**src/sv/arl_pkg.sv**
```systemverilog
// Shared constants, codes and controller/datapath interface types for the ARP block.
package arl_pkg;

    // Field widths fixed by the ARP format.
    localparam int LEN_W   = 11;
    localparam int TYPE_W  = 16;
    localparam int MAC_W   = 48;
    localparam int IP_W    = 32;
    localparam int SLOT_W  = 4;
    localparam int CFG_IDX_W = 1;
    localparam int CFG_DATA_W = 48;

    // Header checks. The reply frame itself goes out as EtherType 0x0806,
    // which is added outside this block.
    localparam logic [LEN_W-1:0]  ARP_MIN_LEN    = 11'd28;
    localparam logic [TYPE_W-1:0] HTYPE_ETHERNET = 16'h0001;
    localparam logic [TYPE_W-1:0] PTYPE_IPV4     = 16'h0800;
    localparam logic [TYPE_W-1:0] OP_REQUEST     = 16'h0001;
    localparam logic [TYPE_W-1:0] OP_REPLY       = 16'h0002;

    // Configuration register indexes.
    localparam logic [CFG_IDX_W-1:0] CFG_OWN_IP  = 1'b0;
    localparam logic [CFG_IDX_W-1:0] CFG_OWN_MAC = 1'b1;

    // Result action codes.
    typedef enum logic [1:0] {
        ACT_IGNORE  = 2'd0,
        ACT_REPLY   = 2'd1,
        ACT_LEARNED = 2'd2,
        ACT_FULL    = 2'd3
    } action_t;

    // Commands from the controller to the datapath.
    typedef struct packed {
        logic    capture;
        logic    idx_clear;
        logic    idx_inc;
        logic    tbl_write;
        logic    res_load;
        action_t act;
    } cmd_t;

    // Status from the datapath to the controller.
    typedef struct packed {
        logic pkt_ok;
        logic op_req;
        logic op_rep;
        logic tip_hit;
        logic slot_hit;
        logic idx_last;
        logic out_free;
    } sts_t;

endpackage

```
**src/sv/arl_dpath.sv**
```systemverilog
// Datapath: configuration, captured word, learning table, walk index and result register.
module arl_dpath #(
    parameter int TABLE_ENTRIES = 16
) (
    input  logic                           clk,
    input  logic                           rst_n,
    input  logic                           cfg_we,
    input  logic [arl_pkg::CFG_IDX_W-1:0]  cfg_index,
    input  logic [arl_pkg::CFG_DATA_W-1:0] cfg_data,
    input  logic [arl_pkg::LEN_W-1:0]      packet_length,
    input  logic [arl_pkg::TYPE_W-1:0]     hardware_type,
    input  logic [arl_pkg::TYPE_W-1:0]     protocol_type,
    input  logic [arl_pkg::TYPE_W-1:0]     operation,
    input  logic [arl_pkg::MAC_W-1:0]      sender_mac,
    input  logic [arl_pkg::IP_W-1:0]       sender_ip,
    input  logic [arl_pkg::IP_W-1:0]       target_ip,
    input  arl_pkg::cmd_t                  cmd,
    output arl_pkg::sts_t                  sts,
    input  logic                           out_stall,
    output logic                           out_valid,
    output logic [1:0]                     action,
    output logic [arl_pkg::MAC_W-1:0]      reply_dest_mac,
    output logic [arl_pkg::IP_W-1:0]       reply_dest_ip,
    output logic [arl_pkg::SLOT_W-1:0]     learned_slot
);

    localparam int IDX_W = (TABLE_ENTRIES > 1) ? $clog2(TABLE_ENTRIES) : 1;
    localparam int EXT_W = (IDX_W > arl_pkg::SLOT_W) ? IDX_W : arl_pkg::SLOT_W;
    localparam logic [IDX_W-1:0] IDX_LAST = IDX_W'(TABLE_ENTRIES - 1);

    // Configuration registers.
    logic [arl_pkg::IP_W-1:0]  own_ip_reg;
    logic [arl_pkg::MAC_W-1:0] own_mac_reg;

    // Captured input word.
    logic [arl_pkg::LEN_W-1:0]  len_reg;
    logic [arl_pkg::TYPE_W-1:0] htype_reg;
    logic [arl_pkg::TYPE_W-1:0] ptype_reg;
    logic [arl_pkg::TYPE_W-1:0] op_reg;
    logic [arl_pkg::MAC_W-1:0]  smac_reg;
    logic [arl_pkg::IP_W-1:0]   sip_reg;
    logic [arl_pkg::IP_W-1:0]   tip_reg;

    // Learning table; an entry that was never written reads as empty.
    logic [arl_pkg::IP_W-1:0]  ip_mem  [TABLE_ENTRIES];
    logic [arl_pkg::MAC_W-1:0] mac_mem [TABLE_ENTRIES];
    logic [TABLE_ENTRIES-1:0]  vld_reg;
    logic [arl_pkg::IP_W-1:0]  rd_ip_reg;
    logic                      rd_vld_reg;
    logic [arl_pkg::IP_W-1:0]  rd_ip_eff;

    // Walk index.
    logic [IDX_W-1:0] idx_reg;
    logic [IDX_W-1:0] idx_next;
    logic [EXT_W-1:0] idx_ext;

    // Result register.
    logic                      out_valid_reg;
    logic [1:0]                action_reg;
    logic [arl_pkg::MAC_W-1:0] dmac_reg;
    logic [arl_pkg::IP_W-1:0]  dip_reg;
    logic [arl_pkg::SLOT_W-1:0] slot_reg;

    // Configuration writes.
    always_ff @(posedge clk or negedge rst_n)
    begin
        if (!rst_n)
        begin
            own_ip_reg  <= '0;
            own_mac_reg <= '0;
        end
        else if (cfg_we)
        begin
            if (cfg_index == arl_pkg::CFG_OWN_IP)
            begin
                own_ip_reg <= cfg_data[arl_pkg::IP_W-1:0];
            end
            if (cfg_index == arl_pkg::CFG_OWN_MAC)
            begin
                own_mac_reg <= cfg_data[arl_pkg::MAC_W-1:0];
            end
        end
    end

    // Capture the accepted word.
    always_ff @(posedge clk)
    begin
        if (cmd.capture)
        begin
            len_reg   <= packet_length;
            htype_reg <= hardware_type;
            ptype_reg <= protocol_type;
            op_reg    <= operation;
            smac_reg  <= sender_mac;
            sip_reg   <= sender_ip;
            tip_reg   <= target_ip;
        end
    end

    // Walk index counter.
    always_comb
    begin
        idx_next = idx_reg;
        if (cmd.idx_clear)
        begin
            idx_next = '0;
        end
        else if (cmd.idx_inc)
        begin
            idx_next = idx_reg + IDX_W'(1);
        end
    end

    always_ff @(posedge clk or negedge rst_n)
    begin
        if (!rst_n)
        begin
            idx_reg <= '0;
        end
        else
        begin
            idx_reg <= idx_next;
        end
    end

    // Table storage: one write port and one registered read port at the walk index.
    always_ff @(posedge clk)
    begin
        if (cmd.tbl_write)
        begin
            ip_mem[idx_reg]  <= sip_reg;
            mac_mem[idx_reg] <= smac_reg;
        end
        rd_ip_reg <= ip_mem[idx_reg];
    end

    // Entry valid bits, cleared at once by reset.
    always_ff @(posedge clk or negedge rst_n)
    begin
        if (!rst_n)
        begin
            vld_reg    <= '0;
            rd_vld_reg <= 1'b0;
        end
        else
        begin
            if (cmd.tbl_write)
            begin
                vld_reg[idx_reg] <= 1'b1;
            end
            rd_vld_reg <= vld_reg[idx_reg];
        end
    end

    assign rd_ip_eff = rd_vld_reg ? rd_ip_reg : '0;

    // Status for the controller.
    always_comb
    begin
        sts.pkt_ok   = (len_reg >= arl_pkg::ARP_MIN_LEN) &&
                       (htype_reg == arl_pkg::HTYPE_ETHERNET) &&
                       (ptype_reg == arl_pkg::PTYPE_IPV4);
        sts.op_req   = (op_reg == arl_pkg::OP_REQUEST);
        sts.op_rep   = (op_reg == arl_pkg::OP_REPLY);
        sts.tip_hit  = (tip_reg == own_ip_reg);
        sts.slot_hit = (rd_ip_eff == '0) || (rd_ip_eff == sip_reg);
        sts.idx_last = (idx_reg == IDX_LAST);
        sts.out_free = !out_valid_reg || !out_stall;
    end

    assign idx_ext = EXT_W'(idx_reg);

    // Result register; fields that do not apply to the action read as zero.
    always_ff @(posedge clk or negedge rst_n)
    begin
        if (!rst_n)
        begin
            out_valid_reg <= 1'b0;
        end
        else if (cmd.res_load)
        begin
            out_valid_reg <= 1'b1;
        end
        else if (!out_stall)
        begin
            out_valid_reg <= 1'b0;
        end
    end

    always_ff @(posedge clk)
    begin
        if (cmd.res_load)
        begin
            action_reg <= cmd.act;
            dmac_reg   <= (cmd.act == arl_pkg::ACT_REPLY) ? smac_reg : '0;
            dip_reg    <= (cmd.act == arl_pkg::ACT_REPLY) ? sip_reg : '0;
            slot_reg   <= (cmd.act == arl_pkg::ACT_LEARNED) ?
                          idx_ext[arl_pkg::SLOT_W-1:0] : '0;
        end
    end

    assign out_valid      = out_valid_reg;
    assign action         = action_reg;
    assign reply_dest_mac = dmac_reg;
    assign reply_dest_ip  = dip_reg;
    assign learned_slot   = slot_reg;

endmodule

```
**src/sv/arl_ctrl.sv**
```systemverilog
// Controller: sequences classification, the table walk and the result hand-off.
module arl_ctrl (
    input  logic          clk,
    input  logic          rst_n,
    input  logic          in_valid,
    output logic          in_stall,
    input  arl_pkg::sts_t sts,
    output arl_pkg::cmd_t cmd
);

    typedef enum logic [2:0] {
        S_IDLE,
        S_CLASSIFY,
        S_READ,
        S_CMP,
        S_DONE
    } state_t;

    state_t           state_reg;
    state_t           state_next;
    arl_pkg::action_t act_reg;
    arl_pkg::action_t act_next;

    // Next state and commands.
    always_comb
    begin
        state_next    = state_reg;
        act_next      = act_reg;
        cmd.capture   = 1'b0;
        cmd.idx_clear = 1'b0;
        cmd.idx_inc   = 1'b0;
        cmd.tbl_write = 1'b0;
        cmd.res_load  = 1'b0;
        cmd.act       = act_reg;
        case (state_reg)
            S_IDLE:
            begin
                if (in_valid)
                begin
                    cmd.capture = 1'b1;
                    state_next  = S_CLASSIFY;
                end
            end
            S_CLASSIFY:
            begin
                if (sts.pkt_ok && sts.op_req && sts.tip_hit)
                begin
                    act_next   = arl_pkg::ACT_REPLY;
                    state_next = S_DONE;
                end
                else if (sts.pkt_ok && sts.op_rep)
                begin
                    cmd.idx_clear = 1'b1;
                    state_next    = S_READ;
                end
                else
                begin
                    act_next   = arl_pkg::ACT_IGNORE;
                    state_next = S_DONE;
                end
            end
            S_READ:
            begin
                // Table read at the walk index lands in the read register.
                state_next = S_CMP;
            end
            S_CMP:
            begin
                if (sts.slot_hit)
                begin
                    cmd.tbl_write = 1'b1;
                    act_next      = arl_pkg::ACT_LEARNED;
                    state_next    = S_DONE;
                end
                else if (sts.idx_last)
                begin
                    act_next   = arl_pkg::ACT_FULL;
                    state_next = S_DONE;
                end
                else
                begin
                    cmd.idx_inc = 1'b1;
                    state_next  = S_READ;
                end
            end
            S_DONE:
            begin
                if (sts.out_free)
                begin
                    cmd.res_load = 1'b1;
                    state_next   = S_IDLE;
                end
            end
            default:
            begin
                state_next = S_IDLE;
            end
        endcase
    end

    // State and registered action code.
    always_ff @(posedge clk or negedge rst_n)
    begin
        if (!rst_n)
        begin
            state_reg <= S_IDLE;
            act_reg   <= arl_pkg::ACT_IGNORE;
        end
        else
        begin
            state_reg <= state_next;
            act_reg   <= act_next;
        end
    end

    assign in_stall = (state_reg != S_IDLE);

endmodule

```
**src/sv/arp_responder_and_learner.sv**
```systemverilog
// Top level of the ARP responder and learner: controller, datapath and checks.
//
// Input channel (in_valid/in_stall) carries one parsed ARP packet per word.
// Words shorter than 28 bytes, or not Ethernet/IPv4, give action 0. A request
// for own_ip gives action 1 with the requester's MAC and IP; a reply is learned
// into the first empty or matching table slot (action 2), or dropped when the
// table is full (action 3). Framing of the reply frame is done downstream.
// Output channel (out_valid/out_stall) carries exactly one result word per input.
// A drop or reply passes from acceptance through the classify and done states; a learn
// also walks k slots (1..TABLE_ENTRIES), each through the read and compare states
// for the registered table read and compare; the done state waits while the output is stalled.
// One word is in work at a time; in_stall is high from acceptance until its
// result is loaded into the output register, and the next word is not accepted
// before that load. A new word can be accepted while a finished result still
// waits there; when the receiver stalls, the next result waits in the controller
// until the output register frees.
// Configuration (cfg_we/cfg_index/cfg_data) writes own_ip (0) or own_mac (1);
// write only while idle. Reset clears both registers, empties the table at once
// through per-entry valid bits, and drops any word in work.
module arp_responder_and_learner #(
    parameter int TABLE_ENTRIES = 16
) (
    input  logic                           clk,
    input  logic                           rst_n,
    input  logic                           cfg_we,
    input  logic [arl_pkg::CFG_IDX_W-1:0]  cfg_index,
    input  logic [arl_pkg::CFG_DATA_W-1:0] cfg_data,
    input  logic                           in_valid,
    output logic                           in_stall,
    input  logic [arl_pkg::LEN_W-1:0]      packet_length,
    input  logic [arl_pkg::TYPE_W-1:0]     hardware_type,
    input  logic [arl_pkg::TYPE_W-1:0]     protocol_type,
    input  logic [arl_pkg::TYPE_W-1:0]     operation,
    input  logic [arl_pkg::MAC_W-1:0]      sender_mac,
    input  logic [arl_pkg::IP_W-1:0]       sender_ip,
    input  logic [arl_pkg::IP_W-1:0]       target_ip,
    output logic                           out_valid,
    input  logic                           out_stall,
    output logic [1:0]                     action,
    output logic [arl_pkg::MAC_W-1:0]      reply_dest_mac,
    output logic [arl_pkg::IP_W-1:0]       reply_dest_ip,
    output logic [arl_pkg::SLOT_W-1:0]     learned_slot
);

    arl_pkg::cmd_t cmd;
    arl_pkg::sts_t sts;

    // Sequencer.
    arl_ctrl u_ctrl (
        .clk      (clk),
        .rst_n    (rst_n),
        .in_valid (in_valid),
        .in_stall (in_stall),
        .sts      (sts),
        .cmd      (cmd)
    );

    // Registers, table and result path.
    arl_dpath #(
        .TABLE_ENTRIES (TABLE_ENTRIES)
    ) u_dpath (
        .clk            (clk),
        .rst_n          (rst_n),
        .cfg_we         (cfg_we),
        .cfg_index      (cfg_index),
        .cfg_data       (cfg_data),
        .packet_length  (packet_length),
        .hardware_type  (hardware_type),
        .protocol_type  (protocol_type),
        .operation      (operation),
        .sender_mac     (sender_mac),
        .sender_ip      (sender_ip),
        .target_ip      (target_ip),
        .cmd            (cmd),
        .sts            (sts),
        .out_stall      (out_stall),
        .out_valid      (out_valid),
        .action         (action),
        .reply_dest_mac (reply_dest_mac),
        .reply_dest_ip  (reply_dest_ip),
        .learned_slot   (learned_slot)
    );

    // An accepted word keeps the input side closed on the following cycle.
    assert property (@(posedge clk) disable iff (!rst_n)
        (in_valid && !in_stall) |=> in_stall)
        else $error("input accepted again while a word is in work");

    // Reply addresses are zero unless the action is a reply.
    assert property (@(posedge clk) disable iff (!rst_n)
        (out_valid && (action != arl_pkg::ACT_REPLY)) |->
        ((reply_dest_mac == '0) && (reply_dest_ip == '0)))
        else $error("reply fields set on a non-reply result");

    // The learned slot is zero unless an entry was learned.
    assert property (@(posedge clk) disable iff (!rst_n)
        (out_valid && (action != arl_pkg::ACT_LEARNED)) |-> (learned_slot == '0))
        else $error("learned slot set on a result that learned nothing");

    // A result is only loaded once the table write, if any, is done.
    assert property (@(posedge clk) disable iff (!rst_n)
        cmd.res_load |-> !cmd.tbl_write)
        else $error("result loaded in the same cycle as a table write");

endmodule
```
**config.mk**
```make
export PLATFORM = sky130hd
export DESIGN_NAME = arp_responder_and_learner
export DESIGN_NICKNAME = d
export VERILOG_FILES = /design/src/sv/arl_pkg.sv /design/src/sv/arl_dpath.sv /design/src/sv/arl_ctrl.sv /design/src/sv/arp_responder_and_learner.sv
export SDC_FILE = /design/constraint.sdc
export NUM_CORES = 1
export LEC_CHECK = 0
export BUFFER_PORTS_ARGS = -buffer_cell sky130_fd_sc_hd__buf_2
export CAP_MARGIN = 10
export CORE_ASPECT_RATIO = 1.25
export CORE_MARGIN = 1.5
export CORE_UTILIZATION = 37
export CTS_BUF_LIST = sky130_fd_sc_hd__clkbuf_4
export DETAILED_ROUTE_END_ITERATION = 10
export GPL_ROUTABILITY_DRIVEN = 0
export SLEW_MARGIN = 20
export SYNTH_ARGS = -nofsm -noshare
export SYNTH_HDL_FRONTEND = slang
export SYNTH_SLANG_ARGS = --single-unit
```
**constraint.sdc**
```tcl
create_clock -name clk -period 24.4 [get_ports clk]
set_clock_uncertainty 0.05 [all_clocks]
set_input_delay 4.88 -clock clk [delete_from_list [all_inputs] [get_ports clk]]
set_output_delay 4.88 -clock clk [all_outputs]
set_load 0.01 [all_outputs]
```
==> metrics.cfg <==
[status]
status = complete, no violations

[global_routing]
grt_pass1_wl_um = 106800
antenna_found_initial = 5
grt_use_total = 0.1653
grt_start_max_net_pins = 156
grt_pass1_vias = 17750
grt_overflow_total = 0

[pwr]
vdd_drop_max_v = 0.00005269
powerDensity_nw_per_um2 = 82.59
total_power_mw = 3.116
p_leak_nw = 12.87

[sta]
min_period_ns = 7.012
max_freq_mhz = 142.6
fin_crit_sh = 0.2874
fin_setup_tns_ns = 0
hold_violations = 0
report.final.slew_viol_count = 0
timing.slew.headroom = 0.2343
grt_setup_unrepaired = false
finalSetupViolations = 0
worst_pin_slew_ns = 1.149

[die]
die-height_um = 331.8
rows = 120
die_w_um = 266.0
start_util = 0.3733
io_pins = 313
die-area_um2 = 88280
core_area_um2 = 85730

[synthesis]
syn-cell-area_um2 = 32000
synth-simple-area-share = 0.04383
synth_compound_area_frac = 0.01748
synth_xor_area_frac = 0.01314
netlist.area_leader.share = 0.7197
syn_inst = 1470
yosysTopAreaCell = edfxtp_1
synth_cell_types = 51
synth_fa_ha_area_frac = 0.001564
ys_ff_latch = 858
synthMuxAreaShare = 0.1280
syn_avg_cell_area_um2 = 21.77
syn_nets = 1699
yosysSeqAreaShare = 0.7859
synth_area_leaders = edfxtp_1 72%, mux4_2 12%, dfrtp_1 4.6%
synth_top_family_by_area = multiplexers
yosysWarnings = 0

[layout]
layout.nets = 2173
layout-drive-gt1-share = 0.4224
design_area_um2 = 37730
area_delta_synth_final_pct = 17.89
largest_reg_flops = 512
fin_util = 0.4400

[detailed_routing]
drt-initial-drc-count = 1003
drcViolationCount = 0
viasPerCell = 4.952
drt_pass1_iterations = 6
wl_um = 72110
vias = 16250
antenna_left = 0
wl_per_cell_um = 21.98

[clock_network]
clockBufferDepth = 3
cts_repair_resize_count = 0
postCtsHoldBufs = 0
post-cts-setup-buffers = 0
cts_root_buffer = clkbuf_4
path_clk_slew_ns = 0.07
cts_made_buffers = 206
htree_num_levels = 4
clock-sinks = 858
cts_tree = built
clkLatencyLatePin_ns = 1.04

[setup_path]
slowest_stage = dfrtp_1
critPathRequiredTime_ns = 19.47
crit_arrival_ns = 2.08
path_max_fanout = 7
crit_path_end_kind = output port
critical_path_class = reg2out
setup.worst_path.start = u_ctrl.state_reg[1]
crit-reg2reg-launch = u_dpath.sip_reg[10]
path_cells = or3_1, buf_2
path_depth = 2
path_buf_inv = 1
worstSetupEndpoint = in_stall
crit_family = flip-flops
start_kind = register
reg2regPathDepth = 8
rrSetupSlack_ns = 19.77
r2r-end = u_dpath.ip_mem[14][4]
cpPeakStageDelay_ns = 0.45

[hold_path]
hold_path_class = reg2reg
hold_depth = 1

[flow_run]
maxCapViolCount = 0

[place]
portBuffers = 294
dp_hpwl_um = 39930
dpl-instance-area_um2 = 34960

==> power by group <==
part	total [mW]	internal, mW	switching (mW)
Sequential	1.77	1.71	0.0551
Combinational	0.152	0.0547	0.0969
Clock	1.20	0.628	0.569
==> worst reg2reg max path, cell delays in order (launching register included) <==
cell and delay, ns:
edfxtp_1 0.72, and4bb_1 0.41, a22oi_1 0.06, a22oi_1 0.29, nand4_1 0.41, o21ai_2 0.39, and2_1 0.76, and3_2 0.72
buf_4 0.48
==> cells in the final DEF (no fill, tap or decap), types with 31 or more instances in the layout <==
cell,count
and2_1,86
dfrtp_1,56
dfxtp_1,32
mux2_2,32
clkinv_1,47
clkbuf_4,312
xnor2_1,42
buf_4,31
edfxtp_1,767
buf_2,294
nand4_1,31
mux4_2,165
==> per-stage QoR <==
| step | setup slack [ns] | hold slack (ns) | instances |
|---|---|---|---|
| after global routing | 17.21 | 0.4289 | 3279 |
| final | 17.39 | 0.4178 | 3281 |
| after detailed placement | 17.52 | 0.3992 | 2895 |
| after floorplan | 11.76 | 0.3832 | 1470 |
| after global placement | 17.56 | 0.3934 | 2895 |
| after CTS | 17.23 | 0.4153 | 3278 |
==> worst min-delay path by stage <==
stage | startpoint | endpoint | slack (ns)
floorplan | u_dpath.vld_reg[10] | u_dpath.vld_reg[10] | 0.38
global placement | u_dpath.vld_reg[3] | u_dpath.vld_reg[3] | 0.39
detailed placement | u_dpath.vld_reg[11] | u_dpath.vld_reg[11] | 0.40
CTS | u_dpath.vld_reg[11] | u_dpath.vld_reg[11] | 0.42
global route | u_dpath.vld_reg[11] | u_dpath.vld_reg[11] | 0.43
finish | u_dpath.vld_reg[11] | u_dpath.vld_reg[11] | 0.42
==> final cells by class <==
type	instances	area [um2]
fillers	7537	48010
clock inverters	71	419.2
repair buffers	327	1744
well taps	1159	1450
inverters	7	26.28
clock buffers	312	2342
multi-input cells	544	6579
flip-flops and latches	858	25160
diodes	3	7.507
==> cell families after synthesis <==
group | after synthesis
flip-flops | 858
adder cells (fa/ha/maj) | 4
AO/OA/AOI/OAI | 74
buffers and inverters | 68
multiplexers | 199
XOR/XNOR | 48
AND/OR/NAND/NOR | 219
==> cells in the mapped netlist, drive strengths merged <==
| cell | number |
|---|---|
| ha | 4 |
| a22oi | 24 |
| a2111oi | 1 |
| mux2i | 1 |
| a2bb2oi | 1 |
| nand4 | 31 |
| nor4b | 3 |
| edfxtp | 767 |
| nor2 | 24 |
| mux2 | 33 |
| dfxtp | 32 |
| nor3b | 1 |
| a31oi | 1 |
| a311o | 1 |
| dfrtp | 59 |
| and3 | 17 |
| buf | 38 |
| and2 | 86 |
| inv | 7 |
| o211a | 1 |
| or2 | 1 |
| o2bb2ai | 1 |
| nand3 | 5 |
| mux4 | 165 |
| a21oi | 3 |
| nor2b | 4 |
| xnor2 | 42 |
| and4 | 1 |
| and4bb | 16 |
| o311ai | 1 |
| o21a | 1 |
| nor4 | 19 |
| nor3 | 3 |
| a31o | 15 |
| or3 | 1 |
| nand2 | 6 |
| or4 | 1 |
| o21ai | 21 |
| a211oi | 1 |
| a21o | 2 |
| xor2 | 6 |
| clkbuf | 23 |
==> metal layers <==
layer  vias to the layer above  GRT usage  part of all wire
met2                       587     0.2762              0.50
met1                      8330     0.1947              0.39
met5                         -          0           0.00046
met3                       151    0.05642             0.076
li1                       7174          -                 -
met4                         6    0.06734             0.027
No activity file was read; power rests on OpenSTA's default activity.
